**src/design/izn_pkg.sv**
```systemverilog
// Shared types, register indexes and fixed-point helpers for the neuron step.
// No dependencies; imported by izn_ctrl, izn_datapath and izhikevich_neuron_step.
package izn_pkg;

  // Register indexes on the configuration port
  localparam logic [3:0] REG_DT_OVER_CAP         = 4'd0;
  localparam logic [3:0] REG_RECOV_RATE_DT       = 4'd1;
  localparam logic [3:0] REG_RECOV_SENSITIVITY   = 4'd2;
  localparam logic [3:0] REG_RESET_POTENTIAL     = 4'd3;
  localparam logic [3:0] REG_RESET_INCREMENT     = 4'd4;
  localparam logic [3:0] REG_REST_POTENTIAL      = 4'd5;
  localparam logic [3:0] REG_THRESHOLD_POTENTIAL = 4'd6;
  localparam logic [3:0] REG_PEAK_POTENTIAL      = 4'd7;

  // Register reset values, Q16.16 but for the recovery rate, which is unsigned Q0.16
  localparam logic [31:0]        RST_DT_OVER_CAP         = 32'd4312;
  localparam logic [15:0]        RST_RECOV_RATE_DT       = 16'd655;
  localparam logic signed [31:0] RST_RECOV_SENSITIVITY   = -32'sd1310720;
  localparam logic signed [31:0] RST_RESET_POTENTIAL     = -32'sd3604480;
  localparam logic signed [31:0] RST_RESET_INCREMENT     = 32'sd5963776;
  localparam logic signed [31:0] RST_REST_POTENTIAL      = -32'sd5242880;
  localparam logic signed [31:0] RST_THRESHOLD_POTENTIAL = -32'sd1946419;
  localparam logic signed [31:0] RST_PEAK_POTENTIAL      = 32'sd2621440;

  // Recovery rate register is pure fraction
  localparam int RATE_BITS = 16;

  localparam logic signed [65:0] MAX32 = 66'sd2147483647;
  localparam logic signed [65:0] MIN32 = -66'sd2147483648;

  // Controller commands to the datapath, one phase per cycle; the finish phase waits while the output is stalled
  typedef struct packed {
    logic load;
    logic mul;
    logic post1;
    logic post2;
    logic diff;
    logic post3;
    logic post4;
    logic finish;
  } izn_cmd_t;

  // Clipped 32-bit value and its clip flag
  typedef struct packed {
    logic        clip;
    logic [31:0] val;
  } sat_t;

  function automatic sat_t sat32(input logic signed [65:0] x);
    sat_t r;
    if (x > MAX32) begin
      r.clip = 1'b1;
      r.val  = 32'h7fff_ffff;
    end else if (x < MIN32) begin
      r.clip = 1'b1;
      r.val  = 32'h8000_0000;
    end else begin
      r.clip = 1'b0;
      r.val  = x[31:0];
    end
    return r;
  endfunction

endpackage

```
**src/design/izn_ctrl.sv**
```systemverilog
// Sequencer for one neuron step: walks the datapath through its phases.
// Depends on izn_pkg for the command struct.
module izn_ctrl (
  input  logic               clk,
  input  logic               rst,
  input  logic               in_valid,
  output logic               in_stall,
  output logic               out_valid,
  input  logic               out_stall,
  output izn_pkg::izn_cmd_t  cmd
);
  import izn_pkg::*;

  localparam logic [3:0] S_IDLE  = 4'd0;
  localparam logic [3:0] S_MUL1  = 4'd1;
  localparam logic [3:0] S_POST1 = 4'd2;
  localparam logic [3:0] S_MUL2  = 4'd3;
  localparam logic [3:0] S_POST2 = 4'd4;
  localparam logic [3:0] S_DIFF  = 4'd5;
  localparam logic [3:0] S_MUL3  = 4'd6;
  localparam logic [3:0] S_POST3 = 4'd7;
  localparam logic [3:0] S_MUL4  = 4'd8;
  localparam logic [3:0] S_POST4 = 4'd9;
  localparam logic [3:0] S_FIN   = 4'd10;

  logic [3:0] state;
  logic [3:0] state_next;
  logic       accept;
  logic       out_free;

  assign in_stall = (state != S_IDLE);
  assign accept   = in_valid && (state == S_IDLE);
  assign out_free = !out_valid || !out_stall;

  // Next state
  always_comb begin
    state_next = state;
    case (state)
      S_IDLE:  if (accept) state_next = S_MUL1;
      S_MUL1:  state_next = S_POST1;
      S_POST1: state_next = S_MUL2;
      S_MUL2:  state_next = S_POST2;
      S_POST2: state_next = S_DIFF;
      S_DIFF:  state_next = S_MUL3;
      S_MUL3:  state_next = S_POST3;
      S_POST3: state_next = S_MUL4;
      S_MUL4:  state_next = S_POST4;
      S_POST4: state_next = S_FIN;
      S_FIN:   if (out_free) state_next = S_IDLE;
      default: state_next = S_IDLE;
    endcase
  end

  // Decode phase commands
  always_comb begin
    cmd        = '0;
    cmd.load   = accept;
    cmd.mul    = (state == S_MUL1) || (state == S_MUL2) ||
                 (state == S_MUL3) || (state == S_MUL4);
    cmd.post1  = (state == S_POST1);
    cmd.post2  = (state == S_POST2);
    cmd.diff   = (state == S_DIFF);
    cmd.post3  = (state == S_POST3);
    cmd.post4  = (state == S_POST4);
    cmd.finish = (state == S_FIN) && out_free;
  end

  // Advance state; hold result valid until its transfer
  always_ff @(posedge clk) begin
    if (rst) begin
      state     <= S_IDLE;
      out_valid <= 1'b0;
    end else begin
      state <= state_next;
      if (cmd.finish) begin
        out_valid <= 1'b1;
      end else if (out_valid && !out_stall) begin
        out_valid <= 1'b0;
      end
    end
  end

endmodule

```
**src/design/izn_datapath.sv**
```systemverilog
// Datapath for the neuron step: configuration registers, state, one shared
// multiplier with a product register, and the output register. Uses izn_pkg.
module izn_datapath #(
  parameter int FRAC_BITS = 16
) (
  input  logic               clk,
  input  logic               rst,
  input  izn_pkg::izn_cmd_t  cmd,
  input  logic               cfg_we,
  input  logic [3:0]         cfg_index,
  input  logic [31:0]        cfg_data,
  input  logic signed [31:0] drive_current,
  output logic signed [31:0] membrane_out,
  output logic signed [31:0] recovery_out,
  output logic               spiked,
  output logic               saturated
);
  import izn_pkg::*;

  // Configuration
  logic [31:0]        dt_over_cap;
  logic [15:0]        recov_rate_dt;
  logic signed [31:0] recov_sensitivity;
  logic signed [31:0] reset_potential;
  logic signed [31:0] reset_increment;
  logic signed [31:0] rest_potential;
  logic signed [31:0] threshold_potential;
  logic signed [31:0] peak_potential;

  // Neuron state and working registers
  logic signed [31:0] membrane;
  logic signed [31:0] recovery;
  logic signed [31:0] drive;
  logic signed [31:0] vn;
  logic signed [31:0] un;
  logic               spk;
  logic               clip;
  logic signed [32:0] opa;
  logic signed [32:0] opb;
  logic signed [65:0] prod;

  sat_t d1_s, d2_s, q_s, s_s, dv_s, vn_s, dr_s, bv_s, w_s, un_s, ud_s;
  logic signed [65:0] prod_f;
  logic signed [65:0] prod_r;

  assign prod_f = prod >>> FRAC_BITS;
  assign prod_r = prod >>> RATE_BITS;

  always_comb begin
    d1_s = sat32(66'(membrane) - 66'(rest_potential));
    d2_s = sat32(66'(membrane) - 66'(threshold_potential));
    q_s  = sat32(prod_f);
    s_s  = sat32(66'($signed(q_s.val)) - 66'(recovery) + 66'(drive));
    dv_s = sat32(prod_f);
    vn_s = sat32(66'(membrane) + 66'($signed(dv_s.val)));
    dr_s = sat32(66'(vn) - 66'(rest_potential));
    bv_s = sat32(prod_f);
    w_s  = sat32(66'($signed(bv_s.val)) - 66'(recovery));
    un_s = sat32(66'(recovery) + prod_r);
    ud_s = sat32(66'(un) + 66'(reset_increment));
  end

  // Configuration writes
  always_ff @(posedge clk) begin
    if (rst) begin
      dt_over_cap         <= RST_DT_OVER_CAP;
      recov_rate_dt       <= RST_RECOV_RATE_DT;
      recov_sensitivity   <= RST_RECOV_SENSITIVITY;
      reset_potential     <= RST_RESET_POTENTIAL;
      reset_increment     <= RST_RESET_INCREMENT;
      rest_potential      <= RST_REST_POTENTIAL;
      threshold_potential <= RST_THRESHOLD_POTENTIAL;
      peak_potential      <= RST_PEAK_POTENTIAL;
    end else if (cfg_we) begin
      case (cfg_index)
        REG_DT_OVER_CAP:         dt_over_cap         <= cfg_data;
        REG_RECOV_RATE_DT:       recov_rate_dt       <= cfg_data[15:0];
        REG_RECOV_SENSITIVITY:   recov_sensitivity   <= $signed(cfg_data);
        REG_RESET_POTENTIAL:     reset_potential     <= $signed(cfg_data);
        REG_RESET_INCREMENT:     reset_increment     <= $signed(cfg_data);
        REG_REST_POTENTIAL:      rest_potential      <= $signed(cfg_data);
        REG_THRESHOLD_POTENTIAL: threshold_potential <= $signed(cfg_data);
        REG_PEAK_POTENTIAL:      peak_potential      <= $signed(cfg_data);
        default: ;
      endcase
    end
  end

  // Neuron state: update only when the result is handed to the output
  always_ff @(posedge clk) begin
    if (rst) begin
      membrane <= RST_RESET_POTENTIAL;
      recovery <= '0;
    end else if (cmd.finish) begin
      if (spk) begin
        membrane <= reset_potential;
        recovery <= $signed(ud_s.val);
      end else begin
        membrane <= vn;
        recovery <= un;
      end
    end
  end

  // Phase sequence of the working registers
  always_ff @(posedge clk) begin
    if (cmd.mul) begin
      prod <= opa * opb;
    end
    if (cmd.load) begin
      // Potential offsets from rest and threshold
      drive <= drive_current;
      opa   <= 33'($signed(d1_s.val));
      opb   <= 33'($signed(d2_s.val));
      clip  <= d1_s.clip | d2_s.clip;
    end
    if (cmd.post1) begin
      // Quadratic term, net current, then scale by dt/C
      opa  <= $signed({1'b0, dt_over_cap});
      opb  <= 33'($signed(s_s.val));
      clip <= clip | q_s.clip | s_s.clip;
    end
    if (cmd.post2) begin
      vn   <= $signed(vn_s.val);
      clip <= clip | dv_s.clip | vn_s.clip;
    end
    if (cmd.diff) begin
      // New potential above rest, times sensitivity
      opa  <= 33'(recov_sensitivity);
      opb  <= 33'($signed(dr_s.val));
      spk  <= (vn > peak_potential);
      clip <= clip | dr_s.clip;
    end
    if (cmd.post3) begin
      opa  <= $signed({17'b0, recov_rate_dt});
      opb  <= 33'($signed(w_s.val));
      clip <= clip | bv_s.clip | w_s.clip;
    end
    if (cmd.post4) begin
      un   <= $signed(un_s.val);
      clip <= clip | un_s.clip;
    end
  end

  // Output register
  always_ff @(posedge clk) begin
    if (cmd.finish) begin
      membrane_out <= spk ? reset_potential : vn;
      recovery_out <= spk ? $signed(ud_s.val) : un;
      spiked       <= spk;
      saturated    <= clip | (spk & ud_s.clip);
    end
  end

endmodule

```
**src/design/izhikevich_neuron_step.sv**
```systemverilog
// Top level of the neuron step: controller plus datapath.
// Depends on izn_pkg, izn_ctrl and izn_datapath.
//
//  channel  | handshake            | payload
//  ---------+----------------------+----------------------------------------------
//  input    | in_valid / in_stall  | drive_current
//  output   | out_valid / out_stall| membrane_out, recovery_out, spiked, saturated
//  config   | cfg_we               | cfg_index, cfg_data
//
// One item runs through the four dependent products that share one multiplier
// (multiply, then post-process), the spike compare and the final load; a new
// item is not taken while the last one is still in any of its phases.
// The controller returns to idle as the result is loaded, so a new item can be taken in the next cycle.
// A stalled output holds the finished step in its last phase until the register frees.
// Reset is synchronous; it restores configuration registers, state and an empty output.
module izhikevich_neuron_step #(
  parameter int FRAC_BITS = 16
) (
  input  logic               clk,
  input  logic               rst,
  input  logic               in_valid,
  output logic               in_stall,
  input  logic signed [31:0] drive_current,
  output logic               out_valid,
  input  logic               out_stall,
  output logic signed [31:0] membrane_out,
  output logic signed [31:0] recovery_out,
  output logic               spiked,
  output logic               saturated,
  input  logic               cfg_we,
  input  logic [3:0]         cfg_index,
  input  logic [31:0]        cfg_data
);
  import izn_pkg::*;

  izn_cmd_t cmd;

  izn_ctrl u_ctrl (
    .clk       (clk),
    .rst       (rst),
    .in_valid  (in_valid),
    .in_stall  (in_stall),
    .out_valid (out_valid),
    .out_stall (out_stall),
    .cmd       (cmd)
  );

  izn_datapath #(
    .FRAC_BITS (FRAC_BITS)
  ) u_datapath (
    .clk           (clk),
    .rst           (rst),
    .cmd           (cmd),
    .cfg_we        (cfg_we),
    .cfg_index     (cfg_index),
    .cfg_data      (cfg_data),
    .drive_current (drive_current),
    .membrane_out  (membrane_out),
    .recovery_out  (recovery_out),
    .spiked        (spiked),
    .saturated     (saturated)
  );

endmodule
```
**config.mk**
```make
export PLATFORM = sky130hd
export DESIGN_NAME = izhikevich_neuron_step
export DESIGN_NICKNAME = d
export VERILOG_FILES = /design/src/design/izn_pkg.sv /design/src/design/izn_ctrl.sv /design/src/design/izn_datapath.sv /design/src/design/izhikevich_neuron_step.sv
export SDC_FILE = /design/constraint.sdc
export NUM_CORES = 2
export LEC_CHECK = 0
export BUFFER_PORTS_ARGS = -buffer_cell sky130_fd_sc_hd__buf_2
export CAP_MARGIN = 25
export CORE_MARGIN = 2
export CORE_UTILIZATION = 57
export CTS_CLUSTER_SIZE = 25
export DETAILED_ROUTE_END_ITERATION = 8
export PLACE_DENSITY = 0.83
export SLEW_MARGIN = 5
export SYNTH_ARGS = -nofsm -noshare
export SYNTH_HDL_FRONTEND = slang
export SYNTH_SLANG_ARGS = --single-unit
```
**constraint.sdc**
```tcl
create_clock -name clk -period 13.4 [get_ports clk]
set_clock_uncertainty 0.15 [all_clocks]
set_input_delay 2.01 -clock clk [delete_from_list [all_inputs] [get_ports clk]]
set_output_delay 2.01 -clock clk [all_outputs]
set_load 0.05 [all_outputs]
```
=== Word-level counts from Yosys, hierarchy flattened ===
Cells that the tools add are included.

* Add/sub/neg operators: 8
* Multipliers: 1
* $lt $le $gt $ge: 19
* Eq/ne operators: 19
* Mux-type cells: 39
* Bitwise operators: 9
* Reductions and logical operators: 25

{| class="wikitable"
|+ Operators with widths
! kind !! count
|-
| $mux 33 || 25
|-
| $gt 66x32->1 const B || 7
|-
| $lt 66x32->1 const B || 7
|-
| $sub 32x32->33 || 4
|-
| $add 32x32->33 || 2
|-
| $mul 33x33->66 || 1
|-
| $mux 32 || 2
|-
| $add 32x50->51 || 1
|-
| $gt 50x32->1 const B || 1
|-
| $lt 50x32->1 const B || 1
|-
| $pmux 4 s11 || 1
|-
| $add 33x32->34 || 1
|-
| $gt 33x32->1 const B || 1
|-
| $lt 33x32->1 const B || 1
|-
| $eq 4x3->1 const B || 8
|-
| $gt 32x32->1 || 1
|-
| $reduce_and 2->1 || 9
|-
| $eq 4x2->1 const B || 4
|-
| $mux 16 || 1
|-
| $eq 4x4->1 const B || 3
|-
| $eq 4x1->1 const B || 2
|-
| $logic_not 4->1 || 2
|-
| $mux 1 || 8
|-
| $mux 4 || 2
|-
| 10 further kinds || 25
|}

* Flip-flop bits (word level): 605
* Word-level logic and storage cells: 145

=== Depth between registers and ports, before layout ===
* Depth in word-level cells: 14
* Mapped depth: 34
* Gate-level depth less buffers: 32

=== By module ===
A second synthesis with hierarchy kept.

* Cell total of the unflattened synthesis: 8556
* Area total of the unflattened synthesis: 75662.6 µm²

{| class="wikitable"
|+ Modules (own cells, without submodules)
! module !! instances !! cells an instance !! area each (µm²)
|-
| izn_datapath || 1 || 8513 || 75287.2
|-
| izn_ctrl || 1 || 43 || 375.4
|}

=== Least setup slack after synthesis ===
Ideal clock, no wire load.

* Kind: reg2reg
* From: register u_datapath.opb[0]
* To: register u_datapath.prod[65] (data pin)
* Data arrival time: 8171 ps
* Slack: 4819 ps
* Stages on the path, launching flop included: 26
* Buffers on the path: 1
* Period minus slack after synthesis: 8581 ps
* Cell sequence: edfxtp_1 > clkbuf_1 > and2_1 > fa_1 > inv_1 > fa_1 > inv_1 > fa_1 > fa_1 > fa_1 > fa_1 > fa_1 > fa_1 > ha_1 > a21o_1 > a21o_1 > a21o_1 > a21oi_1 > nor2_1 > o21ai_0 > nand2b_1 > a21oi_1 > o21ai_0 > a21oi_1 > o21bai_1 > xnor2_1

* Cells in the longest elaborated chain, start to end: 1

{| class="wikitable"
|+ RTL lines
! item !! line !! RTL
|-
| from (decl) || izn_datapath.sv:39 || <nowiki>logic signed [32:0] opb;</nowiki>
|-
| from (signal assigned) || izn_datapath.sv:114 || <nowiki>opb <= 33'($signed(d2_s.val));</nowiki>
|-
| from (signal assigned) || izn_datapath.sv:120 || <nowiki>opb <= 33'($signed(s_s.val));</nowiki>
|-
| from (signal assigned) || izn_datapath.sv:130 || <nowiki>opb <= 33'($signed(dr_s.val));</nowiki>
|-
| $mul 33x33->66 || izn_datapath.sv:108 || <nowiki>prod <= opa * opb;</nowiki>
|-
| to (signal assigned) || izn_datapath.sv:108 ||
|-
| to (decl) || izn_datapath.sv:40 || <nowiki>logic signed [65:0] prod;</nowiki>
|}

Every way passes these cells.
A chain may end at the register's enable or synchronous reset.

=== Final worst setup path ===
* From: register u_datapath.opb[24]
* To: register u_datapath.prod[56] (data pin)

The elaborated chain is that of the path after synthesis.

==> summary by stage <==
Routing
The routed layout has 63.00k vias. The violation count after the first detailed-route iteration is 7465. The number of DRC violations after detailed routing is 0. Using the TritonRoute via totals, the vias-per-cell ratio works out to 6.199. The sum of routed wire length over all layers is 254800 µm.

The antenna violation net count after detailed routing is 0. For this run, the detailed router's first-pass iteration total came to 7. After detailed routing, the average wire length per cell comes to 25.07 µm.

Worst setup path
Measured in cells, the most critical reg-to-reg path has a length of 28. The cell type with the highest occurrence count on the critical path is sky130_fd_sc_hd__fa_1. The worst setup path is launched from a register.

Data on the critical path is required at its endpoint by 13570 ps. Along the worst path, the maximum fanout reaches 22. The delay of the slowest cell on the worst path is 800 ps. At the worst endpoint, the arrival time is 10010 ps. The standard cell with the maximum stage delay on the critical path is sky130_fd_sc_hd__edfxtp_1. The path type of the worst setup path is register to register. The kind of end point of the critical path is a register.

Timing
The clock period minus worst slack is 9846 ps. The final setup TNS is 0 ps. The final hold violation count came to 0.

The fmax is 101.6 MHz. At the pin with the least slew margin, the transition time is 1044 ps. The number of max-slew violations in the final report is 0. The portion of the clock cycle consumed by the worst path in the final layout is 73.48%. Setup violations remaining at the end of the flow were counted as 0.

Setup repair after global routing left no endpoint under its margin. The final hold slack is 302.5 ps. The worst-case headroom to the max-slew limit is 29.83%.

Die
141 I/O pins were placed. In this run the core area contains 133 standard-cell rows. The initial cell density of the core is 57.40%. In this run the horizontal extent of the chip is 367.6 µm. The vertical extent of the die is 367.6 µm.

The area of the core is 131300 µm². The total die area is 135100 µm².

Layout
Leaving out filler cells and counting taps, the final layout contains 10.16k. Of the cells placed in the final design, the portion with a size suffix greater than 1 is 5.915%. The sequential cell area is 14390 µm². Cells fill 60.89% of the core in the end. Leaving out fill and tap cells, the most frequent cells in the layout are sky130_fd_sc_hd__nand2_1, sky130_fd_sc_hd__inv_1, sky130_fd_sc_hd__fa_1, sky130_fd_sc_hd__a21oi_1, sky130_fd_sc_hd__ha_1. The count of fill cells added during filler insertion is 10.97k. Summing all multi-input logic gate instances after layout gives 54530 µm².

Compared with the post-synthesis result, the final layout area differs by 6.085%. The number of nets at the end of the flow is 10.09k. Leaving out fill and tap cells, the most frequent cell in the layout is sky130_fd_sc_hd__nand2_1.

Yosys
The proportion of synthesized chip area in sequential cells is 19.10%. The top cell type by area accounts for 30.63% of the synthesized area. The share of synthesized cell area in and, or, nand and nor gates is 15.59%. The dominant cell type by area after synthesis is sky130_fd_sc_hd__fa_1.

Of the total synthesized cell area, the portion taken by full adders, half adders and majority gates is 39.41%. The largest family of logic cells by synthesized area is adder cells. The synthesized area per cell is 8.916 µm². Among all flip-flop cells after synthesis, the most frequent one is sky130_fd_sc_hd__dfxtp_1.

By area the synthesized netlist is led by sky130_fd_sc_hd__fa_1, sky130_fd_sc_hd__edfxtp_1, sky130_fd_sc_hd__dfxtp_1, sky130_fd_sc_hd__ha_1, sky130_fd_sc_hd__nand2_1. The flop and latch count out of synthesis is 588. In this run, distinct cell masters in the synthesized netlist total 95. Yosys mapped a number of flops with a built-in enable equal to 262.

The number of nets handed over by synthesis was 10.20k. Summing the areas of all compound-gate instances in the mapped netlist gives 13.14% of the synthesized area. The warning count from the yosys run is 0.

The synthesized netlist devotes 3.613% of its cell area to XOR and XNOR gates. The synthesized instance count is 8453. After synthesis, the share of cell area in mux cells is 0.5180%. The fraction of registers with async set/reset is 0%. The cell area that synthesis handed to floorplanning was 75360 µm².

CTS
At the later pin of the worst-skew pair, clock insertion delay measures 660 ps. After clock tree synthesis, the flow added hold-fix buffers numbering 0. The post-cts repair resize count is 0. The buffer depth of the longest clock path is 3. For this design, the sink count on the clock tree is 588. The clock tree from TritonCTS is yes. Clock tree synthesis selected as its root buffer the cell sky130_fd_sc_hd__clkbuf_16. The H-tree generated during clock tree synthesis spans 3 levels.

The clock-pin slew reported for the worst setup and hold paths after clock tree synthesis is 60 ps. After clock tree synthesis, the setup repair step added 0 buffers. The number of CTS-inserted buffers is 70.

Run status
The flow ran to the end, and the final reports show no timing, DRC or antenna violations.

Global route
In the global route stage, met2 resource usage came out at 57.15%. The met1 layer usage reported by global route is 49.86%. The fraction of met3 tracks used by global routing is 9.360%.

The number of antenna violations at the first check in global routing came to 12. Global routing finished with a remaining overflow of 0. The wire length of the first global-routing pass is 385300 µm. The largest net degree at the start of global routing is 87. The overall fraction of global-route tracks in use is 37.88%. In this run the most used layer during global routing was met2. The number of global-route vias before repair is 64.10k.

Worst hold path
Counting instances, the worst hold path has a depth of 2. The worst hold path belongs to the class register to register.

Placed design
The half-perimeter wire length after detailed placement is 193600 µm. Port buffering added 140 buffers. At the end of routability-driven placement, the weighted congestion stood at 1.020. The number of instances in the placed design is 10.03k.

Flow run
The tool flagged a number of max-cap violations equal to 0.
## critical path: cells and delay by family, from the launching register on
kind                       cells  cell delay, ps
AOI/OAI and AO/OA              6            1600
xor gates and xnor gates       1             760
and+or+nand+nor                6             920
DFF                            1             800
buffers and inverters          6             700
adders and majority gates      9            4570
## flip-flops by register name, indices dropped and copies added (netlist names), 4 cells and up
register,flops
u_datapath.reset_increment,32
u_datapath.membrane,32
u_datapath.rest_potential,32
u_datapath.opb,32
u_datapath.peak_potential,32
u_datapath.dt_over_cap,32
u_datapath.recovery_out,32
u_datapath.un,32
u_datapath.recovery,32
u_datapath.membrane_out,32
u_datapath.vn,32
u_datapath.reset_potential,32
u_ctrl.state,4
u_datapath.recov_sensitivity,32
u_datapath.threshold_potential,32
u_datapath.drive,32
u_datapath.prod,50
u_datapath.recov_rate_dt,16
u_datapath.opa,33
## per-layer routing
layer  vias up  part of all wire [%]
met3       875                    12
met1     31170                    37
met2      3868                    43
met5         -                 0.022
li1      27080                     -
met4         6                   7.1
## stage by stage
step | setup slack (ps) | area, µm²
5_1_grt | 3268 | 79950
4_1_cts | 3736 | 79920
3_3_place_gp | 3865 | 77420
6_report | 3554 | 79950
2_1_floorplan | 4819 | 75360
3_5_place_dp | 3764 | 77500
## final timing paths
path	start	slack, ps	endpoint
worst min-delay path	u_datapath.peak_potential[4]	300	u_datapath.peak_potential[4]
worst min register to register	u_datapath.peak_potential[4]	300	u_datapath.peak_potential[4]
worst max register to register	u_datapath.opb[24]	3550	u_datapath.prod[56]
worst max-delay path	u_datapath.opb[24]	3550	u_datapath.prod[56]
## cell usage after synthesis, types with 12 or more instances
master and count:
sky130_fd_sc_hd__nand2_1 1524, sky130_fd_sc_hd__inv_1 1257, sky130_fd_sc_hd__fa_1 1153, sky130_fd_sc_hd__a21oi_1 570, sky130_fd_sc_hd__ha_1 518, sky130_fd_sc_hd__clkbuf_1 381, sky130_fd_sc_hd__and2_1 328, sky130_fd_sc_hd__dfxtp_1 326
sky130_fd_sc_hd__o21ai_0 271, sky130_fd_sc_hd__edfxtp_1 262, sky130_fd_sc_hd__nor2_1 249, sky130_fd_sc_hd__xnor2_1 184, sky130_fd_sc_hd__a21o_1 181, sky130_fd_sc_hd__xor2_1 125, sky130_fd_sc_hd__nand2b_1 82, sky130_fd_sc_hd__nand3b_1 67
sky130_fd_sc_hd__nor3_1 67, sky130_fd_sc_hd__nand3_1 61, sky130_fd_sc_hd__nand4_1 48, sky130_fd_sc_hd__o21a_1 48, sky130_fd_sc_hd__a211oi_1 45, sky130_fd_sc_hd__a211o_1 44, sky130_fd_sc_hd__o21bai_1 43, sky130_fd_sc_hd__and3_1 42
sky130_fd_sc_hd__nor2b_1 37, sky130_fd_sc_hd__a31oi_1 34, sky130_fd_sc_hd__o31ai_1 33, sky130_fd_sc_hd__mux2_2 32, sky130_fd_sc_hd__o21ai_2 31, sky130_fd_sc_hd__buf_2 25, sky130_fd_sc_hd__o22ai_1 25, sky130_fd_sc_hd__a221oi_1 24
sky130_fd_sc_hd__o32ai_1 23, sky130_fd_sc_hd__o211ai_1 22, sky130_fd_sc_hd__buf_4 16, sky130_fd_sc_hd__a2111oi_0 15, sky130_fd_sc_hd__o2bb2ai_1 15, sky130_fd_sc_hd__maj3_1 14, sky130_fd_sc_hd__a31o_2 13, sky130_fd_sc_hd__o221ai_1 12
sky130_fd_sc_hd__or3_1 12
## layout make-up
cell class | instances | share of cell area, %
timing repair buffer | 259 | 2.083
clock inverter | 42 | 0.6150
sequential | 588 | 18.00
tap | 1755 | 2.747
inverter | 1259 | 5.914
clock buffer | 86 | 2.407
multi-input combinational | 6169 | 68.21
antenna | 6 | 0.01878
## logic make-up (layout without fill, tap and decap cells)
family / Yosys count / in the layout
AND/OR/NAND/NOR: 2582 / 2582
buffers and inverters: 1696 / 1646
adder cells (fa/ha/maj): 1685 / 1685
other: 0 / 6
XOR/XNOR: 310 / 310
flip-flops: 588 / 588
AO/OA/AOI/OAI: 1557 / 1557
multiplexers: 35 / 35
Power is not shown: default switching activity piles up to over one toggle a cycle in this logic, so the estimate is an artifact.
